**config.mk**
```make
export PLATFORM = sky130hd
export DESIGN_NAME = greedy_word_wrap_unit_flat
export DESIGN_NICKNAME = d
export VERILOG_FILES = /design/src/hw/rtl/gww_pkg.sv /design/src/hw/rtl/gww_if.sv /design/src/hw/rtl/gww_cmd_fifo.sv /design/src/hw/rtl/gww_front.sv /design/src/hw/rtl/gww_back.sv /design/src/hw/rtl/greedy_word_wrap_unit.sv /design/src/flat_wrapper.sv
export SDC_FILE = /design/constraint.sdc
export NUM_CORES = 2
export LEC_CHECK = 0
export BUFFER_PORTS_ARGS = -buffer_cell sky130_fd_sc_hd__buf_2
export CAP_MARGIN = 10
export CORE_AREA = 4 4 291 293
export DETAILED_ROUTE_END_ITERATION = 10
export DIE_AREA = 0 0 295 297
export PLACE_DENSITY_LB_ADDON = 0.25
export SLEW_MARGIN = 5
export SYNTH_ARGS = -nofsm -noshare
export SYNTH_HDL_FRONTEND = slang
export SYNTH_HIERARCHICAL = 1
export SYNTH_SLANG_ARGS = --single-unit
```
**constraint.sdc**
```tcl
create_clock -name clk_i -period 6.8 [get_ports clk_i]
set_input_delay 0.34 -clock clk_i [delete_from_list [all_inputs] [get_ports clk_i]]
set_output_delay 0.34 -clock clk_i [all_outputs]
set_load 0.05 [all_outputs]
```
**src/hw/rtl/gww_pkg.sv**
```systemverilog
package gww_pkg;

  // Field widths are fixed by the text format: bytes and six-bit lengths.
  localparam int unsigned LenW      = 6;
  localparam int unsigned CharW     = 8;
  localparam int unsigned MAX_WIDTH = 60;
  localparam int unsigned QDepth    = 2;

  localparam logic [LenW-1:0] LINE_WIDTH_RESET = 6'd40;

  // Register indexes on the configuration port.
  localparam logic RegLineWidth = 1'b0;

  // Byte codes that the block treats specially.
  localparam logic [CharW-1:0] CharSpace = 8'h20;
  localparam logic [CharW-1:0] CharTab   = 8'h09;
  localparam logic [CharW-1:0] CharNl    = 8'h0A;
  localparam logic [CharW-1:0] CharNul   = 8'h00;

  // Separator placed in front of a flushed word.
  typedef enum logic [1:0] {
    SEP_NONE,
    SEP_SPACE,
    SEP_NL,
    SEP_PARA
  } sep_e;

  // Playback sequencer states.
  typedef enum logic [2:0] {
    BK_IDLE,
    BK_SEP,
    BK_WORD,
    BK_NL,
    BK_ERR
  } back_state_e;

  // One command per input byte that yields output.
  typedef struct packed {
    logic            err;
    sep_e            sep;
    logic [LenW-1:0] wlen;
    logic            bank;
    logic            fin;
  } cmd_t;

  // Write into the word buffer.
  typedef struct packed {
    logic             en;
    logic             bank;
    logic [LenW-1:0]  idx;
    logic [CharW-1:0] data;
  } wr_req_t;

  // Word buffer bank released by playback.
  typedef struct packed {
    logic valid;
    logic bank;
  } done_t;

  // First playback state of a freshly popped command.
  function automatic back_state_e first_state(cmd_t cmd);
    back_state_e st;
    if (cmd.err) begin
      st = BK_ERR;
    end else if (cmd.sep != SEP_NONE) begin
      st = BK_SEP;
    end else if (cmd.wlen != '0) begin
      st = BK_WORD;
    end else if (cmd.fin) begin
      st = BK_NL;
    end else begin
      st = BK_IDLE;
    end
    return st;
  endfunction

endpackage

```
**src/hw/rtl/gww_if.sv**
```systemverilog
// Input channel: one text byte per beat.
interface gww_in_if;
  logic                        valid;
  logic                        ready;
  logic [gww_pkg::CharW-1:0]   ch;
  logic                        end_of_text;

  modport source (output valid, output ch, output end_of_text, input ready);
  modport sink   (input valid, input ch, input end_of_text, output ready);
endinterface

// Output channel: one wrapped byte or the error result per beat.
interface gww_out_if;
  logic                        valid;
  logic                        ready;
  logic [gww_pkg::CharW-1:0]   out_char;
  logic                        error;
  logic                        last_of_run;

  modport source (output valid, output out_char, output error, output last_of_run,
                  input ready);
  modport sink   (input valid, input out_char, input error, input last_of_run,
                  output ready);
endinterface

```
**src/hw/rtl/gww_cmd_fifo.sv**
```systemverilog
module gww_cmd_fifo (
  input  logic          clk_i,
  input  logic          rst_ni,
  input  logic          push_i,
  input  gww_pkg::cmd_t data_i,
  input  logic          pop_i,
  output gww_pkg::cmd_t data_o,
  output logic          full_o,
  output logic          empty_o
);

  localparam int unsigned PtrW = (gww_pkg::QDepth > 1) ? $clog2(gww_pkg::QDepth) : 1;
  localparam int unsigned CntW = $clog2(gww_pkg::QDepth + 1);

  gww_pkg::cmd_t       mem_q [gww_pkg::QDepth];
  logic [PtrW-1:0]     wr_ptr_q, wr_ptr_d;
  logic [PtrW-1:0]     rd_ptr_q, rd_ptr_d;
  logic [CntW-1:0]     cnt_q, cnt_d;

  assign full_o  = (cnt_q == CntW'(gww_pkg::QDepth));
  assign empty_o = (cnt_q == '0);
  assign data_o  = mem_q[rd_ptr_q];

  // Pointer and fill count update.
  always_comb begin
    wr_ptr_d = wr_ptr_q;
    rd_ptr_d = rd_ptr_q;
    cnt_d    = cnt_q;
    if (push_i) begin
      wr_ptr_d = (wr_ptr_q == PtrW'(gww_pkg::QDepth - 1)) ? '0 : wr_ptr_q + 1'b1;
    end
    if (pop_i) begin
      rd_ptr_d = (rd_ptr_q == PtrW'(gww_pkg::QDepth - 1)) ? '0 : rd_ptr_q + 1'b1;
    end
    if (push_i && !pop_i) begin
      cnt_d = cnt_q + 1'b1;
    end else if (pop_i && !push_i) begin
      cnt_d = cnt_q - 1'b1;
    end
  end

  always_ff @(posedge clk_i or negedge rst_ni) begin
    if (!rst_ni) begin
      wr_ptr_q <= '0;
      rd_ptr_q <= '0;
      cnt_q    <= '0;
    end else begin
      wr_ptr_q <= wr_ptr_d;
      rd_ptr_q <= rd_ptr_d;
      cnt_q    <= cnt_d;
    end
  end

  // Entry storage.
  always_ff @(posedge clk_i) begin
    if (push_i) begin
      mem_q[wr_ptr_q] <= data_i;
    end
  end

`ifndef NO_ASSERTIONS
  a_no_overflow: assert property (@(posedge clk_i) disable iff (!rst_ni)
    full_o |-> !push_i || pop_i)
    else $error("command queue written while full");
`endif

endmodule

```
**src/hw/rtl/gww_front.sv**
```systemverilog
module gww_front #(
  parameter int unsigned MaxWidth = gww_pkg::MAX_WIDTH
) (
  input  logic                       clk_i,
  input  logic                       rst_ni,
  input  logic [gww_pkg::LenW-1:0]   line_width_i,
  gww_in_if.sink                     in_i,
  input  logic                       full_i,
  output logic                       push_o,
  output gww_pkg::cmd_t              cmd_o,
  output gww_pkg::wr_req_t           wr_o,
  input  gww_pkg::done_t             done_i
);

  localparam int unsigned LenW = gww_pkg::LenW;

  logic [LenW-1:0] wl_q, wl_d;
  logic [LenW-1:0] ll_q, ll_d;
  logic [1:0]      nl_q, nl_d;
  logic            any_q, any_d;
  logic            errs_q, errs_d;
  logic            bank_q, bank_d;
  logic [1:0]      busy_q, busy_d;

  logic            accept;
  logic            is_ws;
  logic            is_nl;
  logic            last;
  logic            active;
  logic            err_now;
  logic [LenW-1:0] eff_w;
  logic [LenW-1:0] flush_len;
  logic            do_flush;
  logic [LenW:0]   fit_sum;
  gww_pkg::sep_e   sep;
  logic [LenW-1:0] new_ll;
  logic            has_res;

  // Effective width: zero acts as one, wide settings clamp to the buffer.
  always_comb begin
    if (line_width_i == '0) begin
      eff_w = LenW'(1);
    end else if (line_width_i > LenW'(MaxWidth)) begin
      eff_w = LenW'(MaxWidth);
    end else begin
      eff_w = line_width_i;
    end
  end

  // Hold off while the queue is full or the bank to be filled is still replayed.
  assign in_i.ready = !full_i && !busy_q[bank_q];
  assign accept     = in_i.valid && in_i.ready;

  assign is_nl  = (in_i.ch == gww_pkg::CharNl);
  assign is_ws  = is_nl || (in_i.ch == gww_pkg::CharSpace) || (in_i.ch == gww_pkg::CharTab);
  assign last   = in_i.end_of_text;
  assign active = !errs_q;

  assign err_now = active && !is_ws && (wl_q >= eff_w);

  // Length of the word that this byte flushes, zero if none.
  always_comb begin
    if (!active || err_now) begin
      flush_len = '0;
    end else if (is_ws) begin
      flush_len = wl_q;
    end else if (last) begin
      flush_len = wl_q + 1'b1;
    end else begin
      flush_len = '0;
    end
  end
  assign do_flush = (flush_len != '0);

  // Separator choice for the flushed word.
  assign fit_sum = {1'b0, ll_q} + {1'b0, flush_len} + (LenW+1)'(1);
  always_comb begin
    if (!any_q) begin
      sep = gww_pkg::SEP_NONE;
    end else if (nl_q >= 2'd2) begin
      sep = gww_pkg::SEP_PARA;
    end else if (fit_sum > {1'b0, eff_w}) begin
      sep = gww_pkg::SEP_NL;
    end else begin
      sep = gww_pkg::SEP_SPACE;
    end
  end

  always_comb begin
    case (sep)
      gww_pkg::SEP_SPACE: new_ll = fit_sum[LenW-1:0];
      gww_pkg::SEP_NONE:  new_ll = ll_q + flush_len;
      default:            new_ll = flush_len;
    endcase
  end

  // Command for the playback side.
  always_comb begin
    cmd_o.err  = err_now;
    cmd_o.sep  = do_flush ? sep : gww_pkg::SEP_NONE;
    cmd_o.wlen = flush_len;
    cmd_o.bank = bank_q;
    cmd_o.fin  = active && last && !err_now && (any_q || do_flush);
  end
  assign has_res = cmd_o.err || do_flush || cmd_o.fin;
  assign push_o  = accept && has_res;

  // Word characters go straight into the current bank.
  always_comb begin
    wr_o.en   = accept && active && !is_ws && !err_now;
    wr_o.bank = bank_q;
    wr_o.idx  = wl_q;
    wr_o.data = in_i.ch;
  end

  // Text state update.
  always_comb begin
    wl_d   = wl_q;
    ll_d   = ll_q;
    nl_d   = nl_q;
    any_d  = any_q;
    errs_d = errs_q;
    bank_d = bank_q;
    if (accept) begin
      if (do_flush) begin
        bank_d = !bank_q;
      end
      if (last) begin
        wl_d   = '0;
        ll_d   = '0;
        nl_d   = '0;
        any_d  = 1'b0;
        errs_d = 1'b0;
      end else if (active) begin
        if (is_ws) begin
          if (do_flush) begin
            ll_d  = new_ll;
            any_d = 1'b1;
            wl_d  = '0;
            nl_d  = is_nl ? 2'd1 : 2'd0;
          end else if (is_nl && nl_q < 2'd2) begin
            nl_d = nl_q + 1'b1;
          end
        end else if (err_now) begin
          errs_d = 1'b1;
        end else begin
          wl_d = wl_q + 1'b1;
        end
      end
    end
  end

  // Bank ownership: set on a word command, released when playback is done.
  always_comb begin
    busy_d = busy_q;
    if (done_i.valid) begin
      busy_d[done_i.bank] = 1'b0;
    end
    if (push_o && do_flush) begin
      busy_d[bank_q] = 1'b1;
    end
  end

  always_ff @(posedge clk_i or negedge rst_ni) begin
    if (!rst_ni) begin
      wl_q   <= '0;
      ll_q   <= '0;
      nl_q   <= '0;
      any_q  <= 1'b0;
      errs_q <= 1'b0;
      bank_q <= 1'b0;
      busy_q <= '0;
    end else begin
      wl_q   <= wl_d;
      ll_q   <= ll_d;
      nl_q   <= nl_d;
      any_q  <= any_d;
      errs_q <= errs_d;
      bank_q <= bank_d;
      busy_q <= busy_d;
    end
  end

`ifndef NO_ASSERTIONS
  a_write_idle_bank: assert property (@(posedge clk_i) disable iff (!rst_ni)
    wr_o.en |-> !busy_q[wr_o.bank])
    else $error("word buffer bank written during playback");
`endif

endmodule

```
**src/hw/rtl/gww_back.sv**
```systemverilog
module gww_back #(
  parameter int unsigned MaxWidth = gww_pkg::MAX_WIDTH
) (
  input  logic                 clk_i,
  input  logic                 rst_ni,
  input  logic                 empty_i,
  input  gww_pkg::cmd_t        head_i,
  output logic                 pop_o,
  input  gww_pkg::wr_req_t     wr_i,
  output gww_pkg::done_t       done_o,
  gww_out_if.source            res_o
);

  localparam int unsigned LenW  = gww_pkg::LenW;
  localparam int unsigned IW    = (MaxWidth > 1) ? $clog2(MaxWidth) : 1;
  localparam int unsigned Depth = 2 ** (IW + 1);

  logic [gww_pkg::CharW-1:0] mem [Depth];
  logic [gww_pkg::CharW-1:0] rd_q;

  gww_pkg::back_state_e      st_q, st_d;
  gww_pkg::cmd_t             cmd_q, cmd_d;
  logic [IW-1:0]             idx_q, idx_d;
  logic                      para_q, para_d;

  logic                      out_valid_q, out_valid_d;
  logic [gww_pkg::CharW-1:0] out_char_q, out_char_d;
  logic                      out_err_q, out_err_d;
  logic                      out_last_q, out_last_d;

  logic                      load;
  logic                      idx_last;
  logic                      para_first;

  assign load       = !out_valid_q || res_o.ready;
  assign idx_last   = (LenW'(idx_q) == (cmd_q.wlen - 1'b1));
  assign para_first = (cmd_q.sep == gww_pkg::SEP_PARA) && !para_q;

  // Next state of the playback sequencer.
  always_comb begin
    st_d = st_q;
    unique case (st_q)
      gww_pkg::BK_IDLE: begin
        if (!empty_i) begin
          st_d = gww_pkg::first_state(head_i);
        end
      end
      gww_pkg::BK_SEP: begin
        if (load && !para_first) begin
          if (cmd_q.wlen != '0) begin
            st_d = gww_pkg::BK_WORD;
          end else if (cmd_q.fin) begin
            st_d = gww_pkg::BK_NL;
          end else begin
            st_d = gww_pkg::BK_IDLE;
          end
        end
      end
      gww_pkg::BK_WORD: begin
        if (load && idx_last) begin
          st_d = cmd_q.fin ? gww_pkg::BK_NL : gww_pkg::BK_IDLE;
        end
      end
      gww_pkg::BK_NL, gww_pkg::BK_ERR: begin
        if (load) begin
          st_d = gww_pkg::BK_IDLE;
        end
      end
      default: st_d = gww_pkg::BK_IDLE;
    endcase
  end

  // Sequencer outputs: command pop, buffer index and the result beat.
  always_comb begin
    pop_o       = (st_q == gww_pkg::BK_IDLE) && !empty_i;
    cmd_d       = pop_o ? head_i : cmd_q;
    idx_d       = idx_q;
    para_d      = para_q;
    out_valid_d = out_valid_q && !res_o.ready;
    out_char_d  = out_char_q;
    out_err_d   = out_err_q;
    out_last_d  = out_last_q;
    if (pop_o) begin
      idx_d  = '0;
      para_d = 1'b0;
    end
    unique case (st_q)
      gww_pkg::BK_SEP: begin
        if (load) begin
          out_valid_d = 1'b1;
          out_err_d   = 1'b0;
          out_char_d  = (cmd_q.sep == gww_pkg::SEP_SPACE) ? gww_pkg::CharSpace
                                                           : gww_pkg::CharNl;
          out_last_d  = !para_first && (cmd_q.wlen == '0) && !cmd_q.fin;
          para_d      = 1'b1;
        end
      end
      gww_pkg::BK_WORD: begin
        if (load) begin
          out_valid_d = 1'b1;
          out_err_d   = 1'b0;
          out_char_d  = rd_q;
          out_last_d  = idx_last && !cmd_q.fin;
          idx_d       = idx_q + 1'b1;
        end
      end
      gww_pkg::BK_NL: begin
        if (load) begin
          out_valid_d = 1'b1;
          out_err_d   = 1'b0;
          out_char_d  = gww_pkg::CharNl;
          out_last_d  = 1'b1;
        end
      end
      gww_pkg::BK_ERR: begin
        if (load) begin
          out_valid_d = 1'b1;
          out_err_d   = 1'b1;
          out_char_d  = gww_pkg::CharNul;
          out_last_d  = 1'b1;
        end
      end
      default: begin
      end
    endcase
  end

  // Release the word buffer bank once its word has been replayed.
  always_comb begin
    done_o.valid = (st_q != gww_pkg::BK_IDLE) && (st_d == gww_pkg::BK_IDLE) &&
                   (cmd_q.wlen != '0);
    done_o.bank  = cmd_q.bank;
  end

  assign res_o.valid       = out_valid_q;
  assign res_o.out_char    = out_char_q;
  assign res_o.error       = out_err_q;
  assign res_o.last_of_run = out_last_q;

  // Word buffer: two banks, read one entry ahead so data matches idx_q.
  always_ff @(posedge clk_i) begin
    if (wr_i.en) begin
      mem[{wr_i.bank, wr_i.idx[IW-1:0]}] <= wr_i.data;
    end
    rd_q <= mem[{cmd_d.bank, idx_d}];
  end

  always_ff @(posedge clk_i or negedge rst_ni) begin
    if (!rst_ni) begin
      st_q        <= gww_pkg::BK_IDLE;
      idx_q       <= '0;
      para_q      <= 1'b0;
      out_valid_q <= 1'b0;
    end else begin
      st_q        <= st_d;
      idx_q       <= idx_d;
      para_q      <= para_d;
      out_valid_q <= out_valid_d;
    end
  end

  always_ff @(posedge clk_i) begin
    cmd_q      <= cmd_d;
    out_char_q <= out_char_d;
    out_err_q  <= out_err_d;
    out_last_q <= out_last_d;
  end

`ifndef NO_ASSERTIONS
  a_err_is_last: assert property (@(posedge clk_i) disable iff (!rst_ni)
    res_o.valid && res_o.error |-> res_o.last_of_run)
    else $error("error result not marked as last of run");

  a_idx_in_word: assert property (@(posedge clk_i) disable iff (!rst_ni)
    st_q == gww_pkg::BK_WORD |-> LenW'(idx_q) < cmd_q.wlen)
    else $error("word playback ran past the word length");

  a_pop_nonempty_cmd: assert property (@(posedge clk_i) disable iff (!rst_ni)
    pop_o |-> head_i.err || head_i.wlen != '0 || head_i.fin)
    else $error("command without any result reached playback");
`endif

endmodule

```
**src/hw/rtl/greedy_word_wrap_unit.sv**
```systemverilog
// Greedy word wrap unit.
// Text enters on in_i one byte per beat (ch, end_of_text on the final byte).
// Wrapped text leaves on res_o one byte per beat; last_of_run marks the final
// result that an input byte causes, and an overlong word gives one result with
// error set, after which input is swallowed until end_of_text.
// line_width is written over the APB port at byte address 0; the user must
// write it only while the block is idle, which the block does not enforce.
// Reads return it. Reset sets it to 40 and empties all text state.
// Timing: a word character gives no output until the word ends. A byte that
// ends a word queues a command; playback pops it from the queue register and
// sends results via the output register, one per cycle while res_o takes them.
// The front takes more bytes while playback runs, limited by the two-entry
// command queue and the two word buffer banks: a new word cannot fill a bank
// still being replayed. When res_o stalls, the output register holds its beat
// and playback waits; input keeps flowing until the queue or banks fill.
module greedy_word_wrap_unit #(
  parameter int unsigned MaxWidth = gww_pkg::MAX_WIDTH
) (
  input  logic        clk_i,
  input  logic        rst_ni,
  gww_in_if.sink      in_i,
  gww_out_if.source   res_o,
  input  logic        psel,
  input  logic        penable,
  input  logic        pwrite,
  input  logic [2:0]  paddr,
  input  logic [31:0] pwdata,
  output logic [31:0] prdata,
  output logic        pready
);

  logic [gww_pkg::LenW-1:0] line_width_q, line_width_d;

  gww_pkg::cmd_t    push_cmd;
  gww_pkg::cmd_t    head_cmd;
  gww_pkg::wr_req_t wr_req;
  gww_pkg::done_t   done;
  logic             push;
  logic             pop;
  logic             full;
  logic             empty;

  // Configuration register.
  assign pready = 1'b1;
  assign prdata = {{(32-gww_pkg::LenW){1'b0}}, line_width_q};

  always_comb begin
    line_width_d = line_width_q;
    if (psel && penable && pwrite && (paddr[2] == gww_pkg::RegLineWidth)) begin
      line_width_d = pwdata[gww_pkg::LenW-1:0];
    end
  end

  always_ff @(posedge clk_i or negedge rst_ni) begin
    if (!rst_ni) begin
      line_width_q <= gww_pkg::LINE_WIDTH_RESET;
    end else begin
      line_width_q <= line_width_d;
    end
  end

  gww_front #(
    .MaxWidth (MaxWidth)
  ) u_front (
    .clk_i        (clk_i),
    .rst_ni       (rst_ni),
    .line_width_i (line_width_q),
    .in_i         (in_i),
    .full_i       (full),
    .push_o       (push),
    .cmd_o        (push_cmd),
    .wr_o         (wr_req),
    .done_i       (done)
  );

  gww_cmd_fifo u_fifo (
    .clk_i   (clk_i),
    .rst_ni  (rst_ni),
    .push_i  (push),
    .data_i  (push_cmd),
    .pop_i   (pop),
    .data_o  (head_cmd),
    .full_o  (full),
    .empty_o (empty)
  );

  gww_back #(
    .MaxWidth (MaxWidth)
  ) u_back (
    .clk_i   (clk_i),
    .rst_ni  (rst_ni),
    .empty_i (empty),
    .head_i  (head_cmd),
    .pop_o   (pop),
    .wr_i    (wr_req),
    .done_o  (done),
    .res_o   (res_o)
  );

endmodule
```
**src/flat_wrapper.sv**
```systemverilog
// flat-port wrapper written by rule: the top's interface ports become plain ports
module greedy_word_wrap_unit_flat 
#(
  parameter int unsigned MaxWidth = gww_pkg::MAX_WIDTH
)
  (clk_i, rst_ni, psel, penable, pwrite, paddr, pwdata, prdata, pready, in_i_valid, in_i_ch, in_i_end_of_text, in_i_ready, res_o_valid, res_o_out_char, res_o_error, res_o_last_of_run, res_o_ready);
  gww_in_if in_i_i ();
  gww_out_if res_o_i ();
  input  logic clk_i;
  input  logic rst_ni;
  input  logic psel;
  input  logic penable;
  input  logic pwrite;
  input  logic [2:0] paddr;
  input  logic [31:0] pwdata;
  output logic [31:0] prdata;
  output logic pready;
  input wire logic [$bits(in_i_i.valid)-1:0] in_i_valid;
  input wire logic [$bits(in_i_i.ch)-1:0] in_i_ch;
  input wire logic [$bits(in_i_i.end_of_text)-1:0] in_i_end_of_text;
  output wire logic [$bits(in_i_i.ready)-1:0] in_i_ready;
  output wire logic [$bits(res_o_i.valid)-1:0] res_o_valid;
  output wire logic [$bits(res_o_i.out_char)-1:0] res_o_out_char;
  output wire logic [$bits(res_o_i.error)-1:0] res_o_error;
  output wire logic [$bits(res_o_i.last_of_run)-1:0] res_o_last_of_run;
  input wire logic [$bits(res_o_i.ready)-1:0] res_o_ready;
  assign in_i_i.valid = in_i_valid;
  assign in_i_i.ch = in_i_ch;
  assign in_i_i.end_of_text = in_i_end_of_text;
  assign in_i_ready = in_i_i.ready;
  assign res_o_valid = res_o_i.valid;
  assign res_o_out_char = res_o_i.out_char;
  assign res_o_error = res_o_i.error;
  assign res_o_last_of_run = res_o_i.last_of_run;
  assign res_o_i.ready = res_o_ready;
  greedy_word_wrap_unit #(.MaxWidth(MaxWidth)) u_core (.clk_i(clk_i), .rst_ni(rst_ni), .in_i(in_i_i), .res_o(res_o_i), .psel(psel), .penable(penable), .pwrite(pwrite), .paddr(paddr), .pwdata(pwdata), .prdata(prdata), .pready(pready));
endmodule
```
Word-level counts from Yosys, hierarchy flattened. Memories as Yosys holds them, arrays and structs flattened. A register that Yosys moved wholly into a read port is not among the register bits. Index checks and enable logic that the tools add are counted.

Memory bits (read-only): 0. Bits in registers: 60. Latch bits: 0. RAM bits: 1046. Logic and storage cells: 229. Memories: 2.

Shifts and indexed selects: 0. Div/mod/pow operators: 0. Bitwise gates (word level): 4. $add $sub $neg: 11. Reductions and logical operators: 79. $mul: 0. Order comparisons: 9. Eq/ne operators: 21. Mux-type cells: 81.

Memory list: u_core.u_back.mem (depth 128, width 8, read ports 1, clocked after memory_dff 1, write ports 1, RTL line gww_back.sv:18) `logic [gww_pkg::CharW-1:0] mem [Depth];`; u_core.u_fifo.mem_q (depth 2, width 11, read ports 1, clocked after memory_dff 0, write ports 1, RTL line gww_cmd_fifo.sv:15) `gww_pkg::cmd_t mem_q [gww_pkg::QDepth];`.

Operators by type and width (number): $mux 6 (18); $mux 2 (19); $mux 8 (4); $pmux 8 s4 (1); $logic_and 1x1->1 (30); $mux 1 (28); $reduce_bool 6->1 (3); $eq 8x4->1 const B (2); $reduce_and 4->1 (4); $mux 3 (5); $logic_not 1->1 (14); $add 6x1->6 const B (2); $logic_not 6->1 (2); $pmux 3 s4 (1); $pmux 6 s2 (1); $ne 2x2->1 const B (5); $reduce_bool 2->1 (5); $reduce_bool 3->1 (3); $eq 8x6->1 const B (1); $add 6x6->7 (1); $add 7x1->7 const B (1); $gt 7x6->1 (1); $logic_or 1x1->1 (7); $add 6x6->6 (1); other kinds (35) (46).

Logic depth before layout (Yosys ltp).
Depth in word-level cells: 20. Depth in mapped cells: 23. Mapped depth without buffers: 23.

Hierarchy. Netlist, hierarchy kept.

By module, submodules not included: gww_back (area an instance 45069.5 µm², seq. area each 31775.5 µm², times used 1, cells an instance 3199); gww_front (area an instance 2412.3 µm², seq. area each 475.5 µm², times used 1, cells an instance 295); gww_cmd_fifo (area an instance 1016.0 µm², seq. area each 760.7 µm², times used 1, cells an instance 50); greedy_word_wrap_unit (area an instance 454.2 µm², seq. area each 152.6 µm², times used 1, cells an instance 42).

Least setup slack after synthesis. No wires, ideal clock.

Path type: register -> register. Start: reg u_core/line_width_q[4] (netlist bit). End: reg u_core.u_front.ll_q[4]. Setup time: 0.082 ns. Period minus slack after synthesis: 5.072 ns. Stages on the path, launching flop included: 24. Buffers on the path: 0. Required time: 6.718 ns. Arrival time: 4.990 ns. Slack: 1.728 ns. Cell sequence: dfrtp_1 nor4_1 o21ai_0 nand2_1 ha_1 nand2b_1 a31oi_1 o21ai_1 o22a_2 or2_1 ha_1 fa_1 nand2b_1 a21oi_1 nor3_1 nor2_1 ha_1 a21o_1 a21oi_1 a21oi_1 nor3_1 a21oi_1 a221o_1 o22ai_1.

Word-level cells in the longest chain between the ends: 19. Elaborated cells between the ends (all ways): 25.

RTL lines: from (decl) (RTL line greedy_word_wrap_unit.sv:32) `logic [gww_pkg::LenW-1:0] line_width_q, line_width_d;`; from (signal assigned) (RTL line greedy_word_wrap_unit.sv:56) `line_width_q <= gww_pkg::LINE_WIDTH_RESET;`; from (signal assigned) (RTL line greedy_word_wrap_unit.sv:58) `line_width_q <= line_width_d;`; $gt 6x6->1 (RTL line gww_front.sv:43) `end else if (line_width_i > LenW'(MaxWidth)) begin`; $mux 6 (RTL line gww_front.sv:43); $mux 6 * (RTL line gww_front.sv:41) `if (line_width_i == '0) begin`; $ge 6x6->1 (RTL line gww_front.sv:59) `assign err_now = active && !is_ws && (wl_q >= eff_w);`; $logic_and 1x1->1 (RTL line gww_front.sv:59); $logic_or 1x1->1 (RTL line gww_front.sv:63) `if (!active || err_now) begin`; $mux 6 (RTL line gww_front.sv:63); $add 6x6->7 (RTL line gww_front.sv:76) `assign fit_sum = {1'b0, ll_q} + {1'b0, flush_len} + (LenW+1)'(1);`; [... 3 more ...]; $mux 2 (RTL line gww_front.sv:80) `end else if (nl_q >= 2'd2) begin`; $mux 2 (RTL line gww_front.sv:78) `if (!any_q) begin`; $eq 2x1->1 or $logic_not 2->1 (tied branches) (RTL line gww_front.sv:90) `case (sep)`; $pmux 6 s2 (RTL line gww_front.sv:90); $mux 6 (RTL line gww_front.sv:136) `if (do_flush) begin`; $mux 6 (RTL line gww_front.sv:135) `if (is_ws) begin`; $mux 6 (RTL line gww_front.sv:134) `end else if (active) begin`; $mux 6 (RTL line gww_front.sv:128) `if (last) begin`; to (signal assigned) (RTL line gww_front.sv:175) `ll_q <= ll_d;`; to (decl) (RTL line gww_front.sv:18) `logic [LenW-1:0] ll_q, ll_d;`.

Every way passes the cells marked *; elsewhere a longest branch is shown, timed or not. The select of a mux whose other input is x is not followed. A chain may end at the register's enable or synchronous reset.

==> impl_results.md <==
* Status: finished, final reports clean
* WP buf/inv at 0
* Gr usage total at 28.5%
* Sequential share of the synthesized area at 67.7%
* Share of layout cells above drive strength 1 at 11.5%
* Setup Fix Bufs, Post-CTS at 0
* Die X at 295 um
* Num CTS Buffers at 110
* Total power at 19.7 mW
* Placed Cells at 4485
* Worst path slowest cell: a21oi_1
* Most used DFF post-synth: edfxtp_1
* Min-Delay Path Depth at 2
* Drt wl/cell at 27.1 um
* Setup_tns at 0 ns
* Finished Layout Cells at 4697
* Clk slew on worst S/H paths at 0.06 ns
* CP top delay family: compound AO/OA/AOI/OAI gates
* Multi-input logic area at 0.0141 mm^2
* Setup violators final at 0
* Post-synth top area cell: edfxtp_1
* Mapped Cells at 3586
* Hold Crit Class: input port to flip-flop
* EDFF count, synth at 1065
* Final GP Congestion at 0.919
* Crit-path cells: nor4_1, o21ai_0, nand2_1, ha_1, nand2b_1, a31oi_1, o211a_1, nand3_1, a21oi_1, ha_1, o21ai_0, a21oi_1, mux2i_1, nand3_1, ha_1, nand3_1, a21o_1, a21oi_1, nor4_1, o32ai_1, o211ai_1, o21ai_2
* FF-to-FF setup slack at 1.14 ns
* DRT Wirelength at 127 mm
* Clk_lat worst skew at 0.69 ns
* FF-to-FF End: u_core/u_front/ll_q[2]$_DFFE_PN0P_
* CTS root buf: clkbuf_16
* Site Rows at 105
* Synthesized area per cell at 13.7 um^2
* CP Class: flip-flop to flip-flop
* # DRC at 0
* Largest stage delay on the critical path at 0.47 ns
* Fin. Hold Viols at 0
* Main area contributors after synthesis: edfxtp_1, nand2_1, mux2i_1
* Max VDD drop at 0.000267 V
* Critical path launch point type: flip-flop
* Die Y at 297 um
* Worst Skew at 0.0406 ns
* Vias in the first global route at 30800
* Slew HR at 10.9%
* Reg2Reg Depth at 22
* FF+latch count, synth at 1114
* Yosys top cell area share at 65.3%
* Final worst path period share at 83.2%
* Drt via density at 6.86
* GR Overflow Total at 0
* # IOs at 96
* Detailed-placement wirelength estimate at 76.6 mm
* Tightest Pin Transition at 1.33 ns
* Hold WS at 0.109 ns
* Core ar. at 0.0818 mm^2
* Via count of the routed design at 32200
* CP Data Arrival Time at 6.25 ns
* RSZ-0062 raised after global routing: no
* Tmin final at 5.66 ns
* First-pass GRT wire length at 190 mm
* Critical path required time at 7.39 ns
* Slew Viols, Final at 0
* Layout fillers at 5659
* Post-DRT Antenna Nets at 0
* Register Area at 0.0332 mm^2
* Crit-path max FO at 7
* F_max at 177 MHz
* Clk buf depth at 3
* HP Start: in_i_end_of_text
* Maxcap violations at 0
* DIE AREA at 0.0876 mm^2
* Critical R2R Launch: u_core/line_width_q[4]$_DFFE_PN0P_
* CTS tree: yes
* Synth cell types at 104
* Pre-antenna DRT Iters at 7
* Power density cells at 370 mW/mm^2
* Port bufs at 40
* Post-CTS Hold Buffers at 7
* Sink Count at 1114
* Synth warn at 6
* Cts repair resizes at 0
* Pin count of the biggest net entering global routing at 170
* Antenna violations before repair at 3
* Nets@finish at 3611
* Layout overhead on the synthesized area at 9.12%
* Iter 0 DRT Violations at 4401
* Synthesized area at 0.0490 mm^2
* H-tree depth at 3
* Initial Utilization at 59.8%
* Setup crit end kind: flip-flop
* Hold Path End: u_core/u_front/wl_q[3]$_DFFE_PN0P_
* Pleak at 17.3 nW
* Post-synth ARST share at 3.59%
## worst max path at each step
| stage | startpoint | end | cells after the start |
|---|---|---|---|
| after floorplan | u_core/line_width_q[4]$_DFFE_PN0P_ | u_core/u_front/ll_q[4]$_DFFE_PN0P_ | 23 |
| after global placement | in_i_ch[1] | u_core/u_front/ll_q[4]$_DFFE_PN0P_ | 20 |
| after detailed placement | in_i_ch[1] | u_core/u_front/ll_q[1]$_DFFE_PN0P_ | 20 |
| after CTS | u_core/line_width_q[3]$_DFFE_PN1P_ | u_core/u_front/ll_q[2]$_DFFE_PN0P_ | 20 |
| after global routing | u_core/line_width_q[3]$_DFFE_PN1P_ | u_core/u_front/ll_q[4]$_DFFE_PN0P_ | 20 |
| final | u_core/line_width_q[4]$_DFFE_PN0P_ | u_core/u_front/ll_q[2]$_DFFE_PN0P_ | 22 |
## power breakdown
part | switching, mW | leakage [nW] | internal [mW]
registers | 0.286 | 10.2 | 7.81
clock network | 2.55 | 1.77 | 3.55
logic | 3.79 | 5.34 | 1.75
## synthesized netlist by cell type, drive strengths merged (18+ instances only)
cell type and count:
nor2b 19, and3 38, a21oi 197, a31oi 64, mux2i 123, a22oi 44, o22ai 37, a221oi 39
inv 82, nand2 355, nand3b 18, a21o 24, o211ai 38, nor3 43, a22o 35, a311oi 25
nor2 163, a32oi 56, a221o 57, ha 24, edfxtp 1065, dfrtp 38, o21ai 153, or2 18
a211oi 50, nand4 44, mux2 59, nand3 105, nor4 19, buf 160, clkbuf 143
## registers in the layout, indices dropped and copies added, names as in the netlist, 6 cells and up
name and flops:
u_core/u_back/mem 1024, u_core/u_fifo/mem_q 22, u_core/u_back/cmd_q 9, u_core/u_back/rd_q 8, u_core/u_back/res_o.out_char 8, u_core/line_width_q 6
u_core/u_back/idx_q 6, u_core/u_front/ll_q 6, u_core/u_front/wl_q 6
## final cells by class
type / count / area share [%]
inverter: 86 / 0.630
antenna: 1 / 0.00468
timing repair buffer: 114 / 1.55
clock buffer: 130 / 5.37
multi-input combinational: 2108 / 26.4
sequential: 1114 / 62.1
clock inverter: 74 / 1.45
tap: 1070 / 2.51
## cell usage in the layout, fill, tap and decap left out, types with 57 or more instances in the layout
master | synthesis | final
mux2i_1 | 123 | 122
nand2_1 | 354 | 353
edfxtp_1 | 1065 | 1065
o21ai_0 | 140 | 139
buf_4 | 51 | 71
a31oi_1 | 63 | 63
inv_1 | 77 | 77
a221o_1 | 57 | 57
clkbuf_16 | 0 | 112
a21oi_1 | 197 | 197
nand3_1 | 104 | 103
nor2_1 | 159 | 158
## through the flow
step	util (%)	cell area (um^2)	setup WS (ns)
6_report	65.3	53400	1.14
2_1_floorplan	-	49000	1.73
3_3_place_gp	60.7	49700	1.12
3_5_place_dp	60.7	49700	1.05
5_1_grt	65.3	53400	0.792
4_1_cts	65.3	53400	1.24
## routing by layer
metal / vias to the layer above / part of all wire, % / track usage, %
met3: 313 / 11 / 5.61
met5: - / 0.0094 / 0
met2: 2089 / 47 / 44.6
met4: 2 / 4.3 / 11.9
li1: 13900 / - / -
met1: 15900 / 37 / 39.5
## cells by family after synthesis
group | Yosys count | synth area share [%]
DFF | 1114 | 67.7
muxes | 198 | 4.68
xor gates and xnor gates | 23 | 0.412
adders and majority gates | 26 | 0.695
and+or+nand+nor | 866 | 8.46
buffers and inverters | 389 | 3.71
other | 2 | 0.0153
AOI/OAI and AO/OA | 968 | 14.3
## worst reg2reg max path, stage by stage, from the launching register on
cell and delay (ns):
dfrtp_1 0.42, nor4_1 0.32, o21ai_0 0.11, nand2_1 0.10
ha_1 0.23, nand2b_1 0.14, a31oi_1 0.25, o211a_1 0.33
nand3_1 0.11, a21oi_1 0.47, ha_1 0.35, o21ai_0 0.18
a21oi_1 0.36, mux2i_1 0.27, nand3_1 0.15, ha_1 0.33
nand3_1 0.10, a21o_1 0.17, a21oi_1 0.36, nor4_1 0.12
o32ai_1 0.40, o211ai_1 0.18, o21ai_2 0.14
Power figures use the tool's default switching activity.
